<file path="config.mk">
export PLATFORM = sky130hd
export DESIGN_NAME = audio_register_shadow
export DESIGN_NICKNAME = d
export VERILOG_FILES = /design/src/hdl/ars_pkg.sv /design/src/hdl/ars_decode.sv /design/src/hdl/audio_register_shadow.sv
export SDC_FILE = /design/constraint.sdc
export NUM_CORES = 1
export LEC_CHECK = 0
export BUFFER_PORTS_ARGS = -buffer_cell sky130_fd_sc_hd__buf_2
export CAP_MARGIN = 25
export CORE_MARGIN = 2
export CORE_UTILIZATION = 45
export DETAILED_ROUTE_END_ITERATION = 12
export PLACE_DENSITY = 0.65
export SLEW_MARGIN = 40
export SYNTH_ARGS = -nofsm -noshare
export SYNTH_HDL_FRONTEND = slang
export SYNTH_SLANG_ARGS = --single-unit
</file>
<file path="constraint.sdc">
create_clock -name clk -period 4.95 [get_ports clk]
set_input_delay 1.485 -clock clk [delete_from_list [all_inputs] [get_ports clk]]
set_output_delay 1.485 -clock clk [all_outputs]
set_load 0.1 [all_outputs]
</file>
<file path="src/hdl/ars_pkg.sv">
// types, register offsets and helpers shared by the audio register shadow
package ars_pkg;

    // request kinds
    localparam logic MODE_WRITE = 1'b0;
    localparam logic MODE_READ  = 1'b1;

    // global register offsets
    localparam logic [11:0] REG_DMA_CONTROL = 12'h096;
    localparam logic [11:0] REG_IRQ_ENABLE  = 12'h09A;
    localparam logic [11:0] REG_IRQ_REQUEST = 12'h09C;
    localparam logic [11:0] REG_MOD_CONTROL = 12'h09E;

    // channel window, 16 bytes per channel
    localparam logic [11:0] CH_BASE = 12'h0A0;
    localparam logic [11:0] CH_LAST = 12'h0DA;

    // channel sub-offsets
    localparam logic [3:0] SUB_LOC_HI = 4'd0;
    localparam logic [3:0] SUB_LOC_LO = 4'd2;
    localparam logic [3:0] SUB_LENGTH = 4'd4;
    localparam logic [3:0] SUB_PERIOD = 4'd6;
    localparam logic [3:0] SUB_VOLUME = 4'd8;
    localparam logic [3:0] SUB_SAMPLE = 4'd10;

    // set/clear control bit and master dma enable bit
    localparam int SET_BIT        = 15;
    localparam int DMA_MASTER_BIT = 9;

    typedef struct packed {
        logic        mode;
        logic [11:0] address;
        logic [15:0] value;
    } in_item_t;

    typedef struct packed {
        logic [15:0] read_data;
        logic        recognized;
        logic [3:0]  dma_channel_flags;
        logic [31:0] applied_total;
        logic [31:0] ignored_total;
        logic [31:0] sample_write_total;
        logic [31:0] channel_write_total;
    } out_item_t;

    // decoded offset
    typedef struct packed {
        logic       glb_dma;
        logic       glb_ien;
        logic       glb_irq;
        logic       glb_mod;
        logic       ch_hit;
        logic [1:0] ch_idx;
        logic [3:0] sub;
    } decode_t;

    // set bits when bit 15 is high, otherwise clear them
    function automatic logic [14:0] set_clear(input logic [14:0] cur, input logic [15:0] v);
        logic [14:0] res;
        if (v[SET_BIT])
            res = cur | v[14:0];
        else
            res = cur & ~v[14:0];
        return res;
    endfunction

endpackage

</file>
<file path="src/hdl/ars_decode.sv">
// register offset decoder for the audio register shadow
module ars_decode #(
    parameter int CHANNELS = 4
) (
    input  logic [11:0]     address,
    output ars_pkg::decode_t dec
);
    import ars_pkg::*;

    logic [11:0] ch_off;
    logic        in_window;

    // global registers and channel window
    always_comb
    begin
        ch_off      = address - CH_BASE;
        in_window   = (address >= CH_BASE) && (address <= CH_LAST);
        dec.glb_dma = (address == REG_DMA_CONTROL);
        dec.glb_ien = (address == REG_IRQ_ENABLE);
        dec.glb_irq = (address == REG_IRQ_REQUEST);
        dec.glb_mod = (address == REG_MOD_CONTROL);
        dec.ch_idx  = ch_off[5:4];
        dec.sub     = ch_off[3:0];
        // absent channels fall back to unmapped
        dec.ch_hit  = in_window && ({1'b0, ch_off[5:4]} < 3'(CHANNELS));
    end

endmodule

</file>
<file path="src/hdl/audio_register_shadow.sv">
// top level of the audio dma register shadow with counters
// Usage:
//   Requests arrive on in_valid/in_ready with in_item (mode, address, value).
//   Mode write updates the shadow at the 12-bit offset; mode read only
//   reports. Global registers use set/clear writes selected by value bit 15.
//   Every request yields exactly one result on out_valid/out_ready carrying
//   the shadow of the addressed register after the request, a recognized
//   flag, per-channel dma enable flags and the write counters.
//   Result: registered as the request is taken, offered in the next cycle.
//   Throughput: one request per cycle; decode, read-modify-write of the flop
//   file and readback all fit between the input port and the result register.
//   Stall: while a result waits and out_ready is low, in_ready drops; a new
//   request is taken in the same cycle the waiting result leaves.
//   Reset: rst_n clears the shadow registers and counters (periods reset
//   to 1) and no result is pending; the result payload is not reset.
module audio_register_shadow #(
    parameter int CHANNELS    = 4,
    parameter int COUNT_WIDTH = 32
) (
    input  logic               clk,
    input  logic               rst_n,
    input  logic               in_valid,
    output logic               in_ready,
    input  ars_pkg::in_item_t  in_item,
    output logic               out_valid,
    input  logic               out_ready,
    output ars_pkg::out_item_t out_item
);
    import ars_pkg::*;

    localparam int IDX_W = (CHANNELS > 1) ? $clog2(CHANNELS) : 1;

    decode_t dec;
    logic    accept;
    logic    wr;
    logic [IDX_W-1:0] ch_sel;

    // global registers
    logic [14:0] dma_reg, dma_next;
    logic [14:0] ien_reg, ien_next;
    logic [14:0] irq_reg, irq_next;
    logic [14:0] mod_reg, mod_next;

    // per-channel registers
    logic [31:0] loc_reg [CHANNELS];
    logic [31:0] loc_next [CHANNELS];
    logic [15:0] len_reg [CHANNELS];
    logic [15:0] len_next [CHANNELS];
    logic [15:0] per_reg [CHANNELS];
    logic [15:0] per_next [CHANNELS];
    logic [6:0]  vol_reg [CHANNELS];
    logic [6:0]  vol_next [CHANNELS];
    logic [15:0] smp_reg [CHANNELS];
    logic [15:0] smp_next [CHANNELS];
    logic [COUNT_WIDTH-1:0] chw_reg [CHANNELS];
    logic [COUNT_WIDTH-1:0] chw_next [CHANNELS];
    logic [CHANNELS-1:0]    en_reg, en_next;

    // counters
    logic [COUNT_WIDTH-1:0] applied_reg, applied_next;
    logic [COUNT_WIDTH-1:0] ignored_reg, ignored_next;
    logic [COUNT_WIDTH-1:0] swr_reg, swr_next;

    // result register
    out_item_t result;
    out_item_t out_item_reg;
    logic      out_valid_reg, out_valid_next;

    ars_decode #(
        .CHANNELS(CHANNELS)
    ) u_decode (
        .address(in_item.address),
        .dec    (dec)
    );

    assign in_ready = !out_valid_reg || out_ready;
    assign accept   = in_valid && in_ready;
    assign wr       = accept && (in_item.mode == MODE_WRITE);
    assign ch_sel   = dec.ch_idx[IDX_W-1:0];

    // write decode and state update
    always_comb
    begin
        dma_next     = dma_reg;
        ien_next     = ien_reg;
        irq_next     = irq_reg;
        mod_next     = mod_reg;
        loc_next     = loc_reg;
        len_next     = len_reg;
        per_next     = per_reg;
        vol_next     = vol_reg;
        smp_next     = smp_reg;
        chw_next     = chw_reg;
        en_next      = en_reg;
        applied_next = applied_reg;
        ignored_next = ignored_reg;
        swr_next     = swr_reg;
        if (wr)
        begin
            applied_next = applied_reg + 1'b1;
            priority if (dec.glb_dma)
            begin
                dma_next = set_clear(dma_reg, in_item.value);
                for (int c = 0; c < CHANNELS; c++)
                begin
                    en_next[c] = dma_next[DMA_MASTER_BIT] & dma_next[c];
                end
            end
            else if (dec.glb_ien)
            begin
                ien_next = set_clear(ien_reg, in_item.value);
            end
            else if (dec.glb_irq)
            begin
                irq_next = set_clear(irq_reg, in_item.value);
            end
            else if (dec.glb_mod)
            begin
                mod_next = set_clear(mod_reg, in_item.value);
            end
            else if (dec.ch_hit)
            begin
                chw_next[ch_sel] = chw_reg[ch_sel] + 1'b1;
                unique case (dec.sub)
                    SUB_LOC_HI: loc_next[ch_sel][31:16] = in_item.value;
                    SUB_LOC_LO: loc_next[ch_sel][15:0]  = in_item.value;
                    SUB_LENGTH: len_next[ch_sel] = in_item.value;
                    SUB_PERIOD: per_next[ch_sel] = in_item.value;
                    SUB_VOLUME: vol_next[ch_sel] = in_item.value[6:0];
                    SUB_SAMPLE:
                    begin
                        smp_next[ch_sel] = in_item.value;
                        swr_next         = swr_reg + 1'b1;
                    end
                    default:    ignored_next = ignored_reg + 1'b1;
                endcase
            end
            else
            begin
                ignored_next = ignored_reg + 1'b1;
            end
        end
    end

    // readback from the updated shadow
    always_comb
    begin
        result                     = '0;
        result.recognized          = 1'b1;
        result.applied_total       = 32'(applied_next);
        result.ignored_total       = 32'(ignored_next);
        result.sample_write_total  = 32'(swr_next);
        for (int c = 0; c < CHANNELS; c++)
        begin
            result.dma_channel_flags[c] = en_next[c];
        end
        if (dec.ch_hit)
        begin
            result.channel_write_total = 32'(chw_next[ch_sel]);
        end
        priority if (dec.glb_dma)
            result.read_data = {1'b0, dma_next};
        else if (dec.glb_ien)
            result.read_data = {1'b0, ien_next};
        else if (dec.glb_irq)
            result.read_data = {1'b0, irq_next};
        else if (dec.glb_mod)
            result.read_data = {1'b0, mod_next};
        else if (dec.ch_hit && dec.sub == SUB_LOC_HI)
            result.read_data = loc_next[ch_sel][31:16];
        else if (dec.ch_hit && dec.sub == SUB_LOC_LO)
            result.read_data = loc_next[ch_sel][15:0];
        else if (dec.ch_hit && dec.sub == SUB_LENGTH)
            result.read_data = len_next[ch_sel];
        else if (dec.ch_hit && dec.sub == SUB_PERIOD)
            result.read_data = per_next[ch_sel];
        else if (dec.ch_hit && dec.sub == SUB_VOLUME)
            result.read_data = {9'd0, vol_next[ch_sel]};
        else if (dec.ch_hit && dec.sub == SUB_SAMPLE)
            result.read_data = smp_next[ch_sel];
        else
            result.recognized = 1'b0;
    end

    // output handshake
    always_comb
    begin
        out_valid_next = out_valid_reg;
        if (accept)
            out_valid_next = 1'b1;
        else if (out_ready)
            out_valid_next = 1'b0;
    end

    // shadow state and counters
    always_ff @(posedge clk or negedge rst_n)
    begin
        if (!rst_n)
        begin
            dma_reg       <= '0;
            ien_reg       <= '0;
            irq_reg       <= '0;
            mod_reg       <= '0;
            en_reg        <= '0;
            applied_reg   <= '0;
            ignored_reg   <= '0;
            swr_reg       <= '0;
            out_valid_reg <= 1'b0;
            for (int c = 0; c < CHANNELS; c++)
            begin
                loc_reg[c] <= '0;
                len_reg[c] <= '0;
                per_reg[c] <= 16'd1;
                vol_reg[c] <= '0;
                smp_reg[c] <= '0;
                chw_reg[c] <= '0;
            end
        end
        else
        begin
            dma_reg       <= dma_next;
            ien_reg       <= ien_next;
            irq_reg       <= irq_next;
            mod_reg       <= mod_next;
            en_reg        <= en_next;
            applied_reg   <= applied_next;
            ignored_reg   <= ignored_next;
            swr_reg       <= swr_next;
            out_valid_reg <= out_valid_next;
            loc_reg       <= loc_next;
            len_reg       <= len_next;
            per_reg       <= per_next;
            vol_reg       <= vol_next;
            smp_reg       <= smp_next;
            chw_reg       <= chw_next;
        end
    end

    // result payload
    always_ff @(posedge clk)
    begin
        if (accept)
            out_item_reg <= result;
    end

    assign out_valid = out_valid_reg;
    assign out_item  = out_item_reg;

endmodule

</file>
# == Yosys cells after proc, flatten, opt, wreduce, memory -nomap -nowiden ==
# Cells that the tools add are included.
# totals
reg_bits,786
elab_cells,220
output_inout_bits,151
input_bits,33
# classes
eq_ne,9
mux,129
magnitude_cmp,4
n_bitwise,15
n_reduce_logical,17
addsub,5
# ops
operator,n
$mux 128,12
$mux 64,21
$mux 32,23
$bwmux 128,3
$mux 15,24
$pmux 128 s2,1
$mux 16,14
$mux 28,7
$bmux 32 s2,3
$bwmux 64,3
$demux 32 s2,3
$add 32x1->32 const B,4
$bmux 16 s2,3
$and 15x15->15,4
$or 15x15->15,4
$eq 12x8->1 const B,4
$demux 16 s2,1
$bwmux 28,1
$mux 7,3
$not 15->15,1
$bmux 7 s2,1
$demux 7 s2,1
$ge 12x8->1 const B,1
$le 12x8->1 const B,1
other kinds (19),36

# == Logic depth before layout (Yosys ltp) ==
# logic_depth
word_depth,27
mapped_depth,17
ltp_nobuf,10

# == Cells and area by module ==
# From an unflattened synthesis, not the netlist that was laid out.
# hier_totals
hier_cells,3341
hier_area_um2,36993.0
# modules_own_cells
mod,area_per_inst_um2,n_inst,seq_area_each_um2,cells_per_inst
audio_register_shadow,36829.1,1,20419.6,3317
ars_decode,163.9,1,0.0,24

# == Worst setup path after synthesis ==
# Ideal clock, no wire load.
# synth_path
path_type,input port to flip-flop
start,input out_ready
end,"register out_item_reg, in the netlist out_item[0] (enable)"
arrival_time_ns,5.903
path_buffers,1
path_slack_ns,-1.478
setup_time_ns,0.525
required_ns,4.425
stages,4
path_cell_list,nor2b_1 -> buf_2 -> inv_1 -> and2_1
# synth_via
elab_chain_len,2
# synth_lines
element,line_no,source
start: declaration,audio_register_shadow.sv:26,"input logic out_ready,"
$logic_or 1x1->1,audio_register_shadow.sv:76,assign in_ready = !out_valid_reg || out_ready;
named net in_ready,audio_register_shadow.sv:23,"output logic in_ready,"
$logic_and 1x1->1,audio_register_shadow.sv:77,assign accept = in_valid && in_ready;
named net accept,audio_register_shadow.sv:34,logic accept;
end signal: assignment,audio_register_shadow.sv:243,out_item_reg <= result;
end: declaration,audio_register_shadow.sv:66,out_item_t out_item_reg;
# The timed path passes the listed nets, and every way through them passes these cells.
# A chain may end at the register's enable or synchronous reset.

==> implementation parameters <==
Parameter                              Value

Critical path
  Ordered cell list for the critical path ... buf_6 > and2b_1 > nand3_1 > buf_4 > nor4_4 > buf_4 > nand2_1 > mux2_2 > o21a_1 > a21oi_1 > o31ai_1 > a221o_1
  Delay contributed by the slowest stage of the critical path ... 0.57 ns
  Critical path type ... in2reg
  Cell family with most CP delay ... simple AND/OR/NAND/NOR gates
  Category of the worst setup path capture point ... register
  Kind of launch point of the worst setup path ... primary input
  Depth of the worst register-to-register path ... 12
  Most common cell type on the critical path ... sky130_fd_sc_hd__buf_4
  Worst path required time ... 5.37 ns
  Worst R2R Start ... out_valid
  Cell with the largest stage delay on the worst path ... sky130_fd_sc_hd__and2b_1
  Destination of the worst register-to-register timing path ... out_item[140]
  Worst Path Buf+Inv ... 3
  Setup slack on the worst flop-to-flop path ... 1.14 ns
  Arrival time at the worst endpoint ... 4.93 ns
  Crit path max fanout ... 24

Clock network
  Clock tree from TritonCTS ... yes
  Post-cts resize count ... 0
  H-tree levels ... 3
  Clock transition at the registers of the reported paths ... 0.06 ns
  Num CTS Buffers ... 85
  Count of hold-fix buffers inserted at cts ... 0
  Clock tree buffer depth ... 3
  Clock root buffer ... sky130_fd_sc_hd__clkbuf_16
  Insertion delay to the later sink of the worst-skew pair ... 0.68 ns
  Clock sink total ... 786
  Number of buffers added for setup after CTS ... 0

Detailed routing
  DR iter-0 viols ... 2987
  Remaining design rule violation count ... 0
  Post-route antenna net violation count ... 0
  Average wire per cell in the routed design ... 25.6 um
  Number of iterations in the first detailed-routing pass ... 6
  DR vias/cell ... 6.00
  DR vias ... 28914
  Total routed wirelength ... 123 mm

Power
  Sw Pwr ... 0.00398 W
  Standby leakage power ... 20.1 nW
  Power share of the sequential group ... 46.9%
  Share of total power in the clock network ... 43.5%
  Switching Fraction ... 27.4%
  Total power ... 0.0145 W
  Portion of total power attributed to combinational logic ... 9.6%
  Peak supply drop ... 262 uV
  PwrDens ... 331 nW/um^2
  Cell-internal power ... 0.0105 W

Synthesis
  Synth cell types ... 111
  Warnings from Yosys ... 0
  Gate Count Post-Synth ... 3374
  Number of synthesized flops with an enable pin ... 149
  Register area share after synthesis ... 54.5%
  Synth Area per Inst ... 11.1 sq um
  Most common flop cell mapped by yosys ... sky130_fd_sc_hd__dfrtp_1
  Netlist area before placement ... 37500 sq um
  FFs w/ async S/R, synth ... 81.0%
  Syn nets ... 3411
  Register bit count reported by yosys ... 786

Status
  Outcome ... complete, no violations

Timing
  Number of setup violations in the final report ... 0
  Max-slew headroom at the worst pin ... 38.4%
  Shortest clock period the worst path allows after layout ... 4.51 ns
  Final-report max-slew violation count ... 0
  Share of the clock period used by the worst path ... 91.1%
  Final Hold Viols ... 0
  Clock skew ... 0.0502 ns
  Unrepaired setup endpoints after global routing ... false
  Highest clock frequency the design can meet ... 222 MHz
  Transition time at the pin with the least slew margin ... 0.901 ns
  Setup slack after layout ... 0.442 ns

Global route
  Pin count of the biggest net entering global routing ... 94
  Via count of the first global-routing pass ... 28556
  Combined global-route utilization of all metal layers ... 28.7%
  Antenna violations before repair ... 1
  Overall overflow remaining after global route ... 0
  Wire length of the first global-routing pass ... 185 mm

Final layout
  Area of the multi-input gates ... 15900 sq um
  Number of antenna diodes ... 0
  Util after Layout ... 53.2%
  Total of fill cells in the finished design ... 7188
  Fraction of final layout cells with drive strength greater than 1 ... 26.4%
  Final #Nets ... 3711
  Count of non-filler cells in the finished layout ... 4815
  Area growth from synthesis to layout ... 16.8%
  Sequential cell area ... 20400 sq um
  Flip-flop count of the largest register after layout ... 149

Placement
  Number of placed instances, taps included ... 4656
  Final GP Congestion ... 0.980
  Placement-stage worst setup slack ... -0.0592 ns
  Detailed placer's ending HPWL ... 85.5 mm
  Count of port buffers added during placement ... 183

Worst hold path
  Worst Min Path Start ... swr_reg[31]
  Hold WC Path Type ... reg2reg
  Cell count of the worst hold path ... 1
  Hold EP ... swr_reg[31]

Run
  Number of violations of the max-capacitance limit ... 0

Die
  Number of ports placed on the die boundary ... 184
  Chip height ... 293 um
  Area enclosed by the die boundary ... 85600 sq um
  Die width ... 293 um
  Starting density of the core ... 45.6%
  Number of rows in the core area ... 105
  Area of the core ... 82200 sq um
cells in the mapped netlist (53+ instances only):
library cell               number  area [sq um]
sky130_fd_sc_hd__xnor2_1       86           753
sky130_fd_sc_hd__edfxtp_1     149          4470
sky130_fd_sc_hd__nand2_1      596          2240
sky130_fd_sc_hd__nor2_1       198           743
sky130_fd_sc_hd__mux2i_1       76           761
sky130_fd_sc_hd__dfrtp_1      633         15800
sky130_fd_sc_hd__nand3_1       98           490
sky130_fd_sc_hd__o21ai_0      203          1020
sky130_fd_sc_hd__buf_2         53           265
sky130_fd_sc_hd__a21oi_1       96           480
sky130_fd_sc_hd__clkbuf_1     157           589
sky130_fd_sc_hd__mux2_2       277          3120
metrics by stage:
| stage | instance area (sq um) | TNS (ns) | hold WS [ns] |
|---|---|---|---|
| 2_1_floorplan | 37500 | 0 | 0.429 |
| 3_3_place_gp | 41000 | -0.148 | 0.443 |
| 3_5_place_dp | 41000 | -0.102 | 0.451 |
| 4_1_cts | 43700 | 0 | 0.462 |
| 5_1_grt | 43800 | 0 | 0.483 |
| 6_report | 43800 | 0 | 0.462 |
layout by cell type, fill, tap and decap left out, drive strengths merged, types with 8 or more instances in the layout:
master,count
a221o,8
nand2,597
edfxtp,149
and4,11
mux2,295
a221oi,21
o22ai,17
nor2,205
xor2,46
o21a,9
o21ai,222
and3,34
a22oi,19
and2,24
nand3,103
inv,29
a21o,8
or2,8
a21oi,98
nand2b,12
nand4,43
o221ai,9
o31ai,17
mux4,51
mux2i,76
buf,457
a22o,20
o2111ai,11
clkbuf,115
nor4,18
a211oi,21
clkinv,31
xnor2,86
nor3,55
a31oi,19
dfrtp,633
o211ai,29
power by group through the flow:
stage          Combinational [W]  Clock (W)  Sequential, W
2_1_floorplan           0.000418          0        0.00738
3_3_place_gp             0.00137          0        0.00692
3_5_place_dp             0.00138          0        0.00693
4_1_cts                  0.00138    0.00640        0.00681
5_1_grt                  0.00145    0.00668        0.00682
6_report                 0.00139    0.00630        0.00681
cell type report:
type / count / area share, %
sequential: 786 / 46.6
multi-input combinational: 2318 / 36.3
timing repair buffer: 457 / 7.44
clock buffer: 115 / 5.23
tap: 1070 / 3.06
clock inverter: 43 / 1.08
inverter: 26 / 0.229
logic make-up after synthesis:
group,count (synthesis),share of synthesized area (%)
muxes,422,14.0
DFF,786,54.5
xor gates and xnor gates,132,3.09
adders and majority gates,5,0.160
buffers and inverters,270,3.18
and+or+nand+nor,1145,14.3
AOI/OAI and AO/OA,614,10.8
worst register-to-register path, stage by stage, from the launching register on:
cell	delay [ns]
sky130_fd_sc_hd__dfrtp_1	0.42
sky130_fd_sc_hd__nor2b_1	0.44
sky130_fd_sc_hd__buf_4	0.22
sky130_fd_sc_hd__buf_4	0.19
sky130_fd_sc_hd__nor3_2	0.06
sky130_fd_sc_hd__buf_4	0.18
sky130_fd_sc_hd__nand4_1	0.34
sky130_fd_sc_hd__a21oi_1	0.12
sky130_fd_sc_hd__a2111oi_0	0.82
sky130_fd_sc_hd__o31ai_1	0.12
sky130_fd_sc_hd__o211ai_1	0.38
sky130_fd_sc_hd__a21oi_1	0.13
sky130_fd_sc_hd__o31ai_1	0.23
worst max path at each step:
stage                      startpoint            end  slack [ns]  cells after the start
final                     in_item[21]  out_item[142]        0.44                     12
after detailed placement  in_item[21]  out_item[142]       -0.06                     12
after floorplan             out_ready    out_item[0]        0.13                      4
after CTS                 in_item[21]  out_item[142]        0.64                     12
after global placement    in_item[25]  out_item[141]       -0.10                     11
after global routing      in_item[19]  out_item[140]        0.38                     10
layer usage:
metal  vias up  global-route usage [%]  share of wire [%]
li1      12734                       -                  -
met1     14393                    38.0                 40
met2      1418                    44.2                 45
met3       367                    6.80                9.0
met4         2                    14.8                5.7
met5         -                       0              0.011
(Power assumes the default switching activity.)
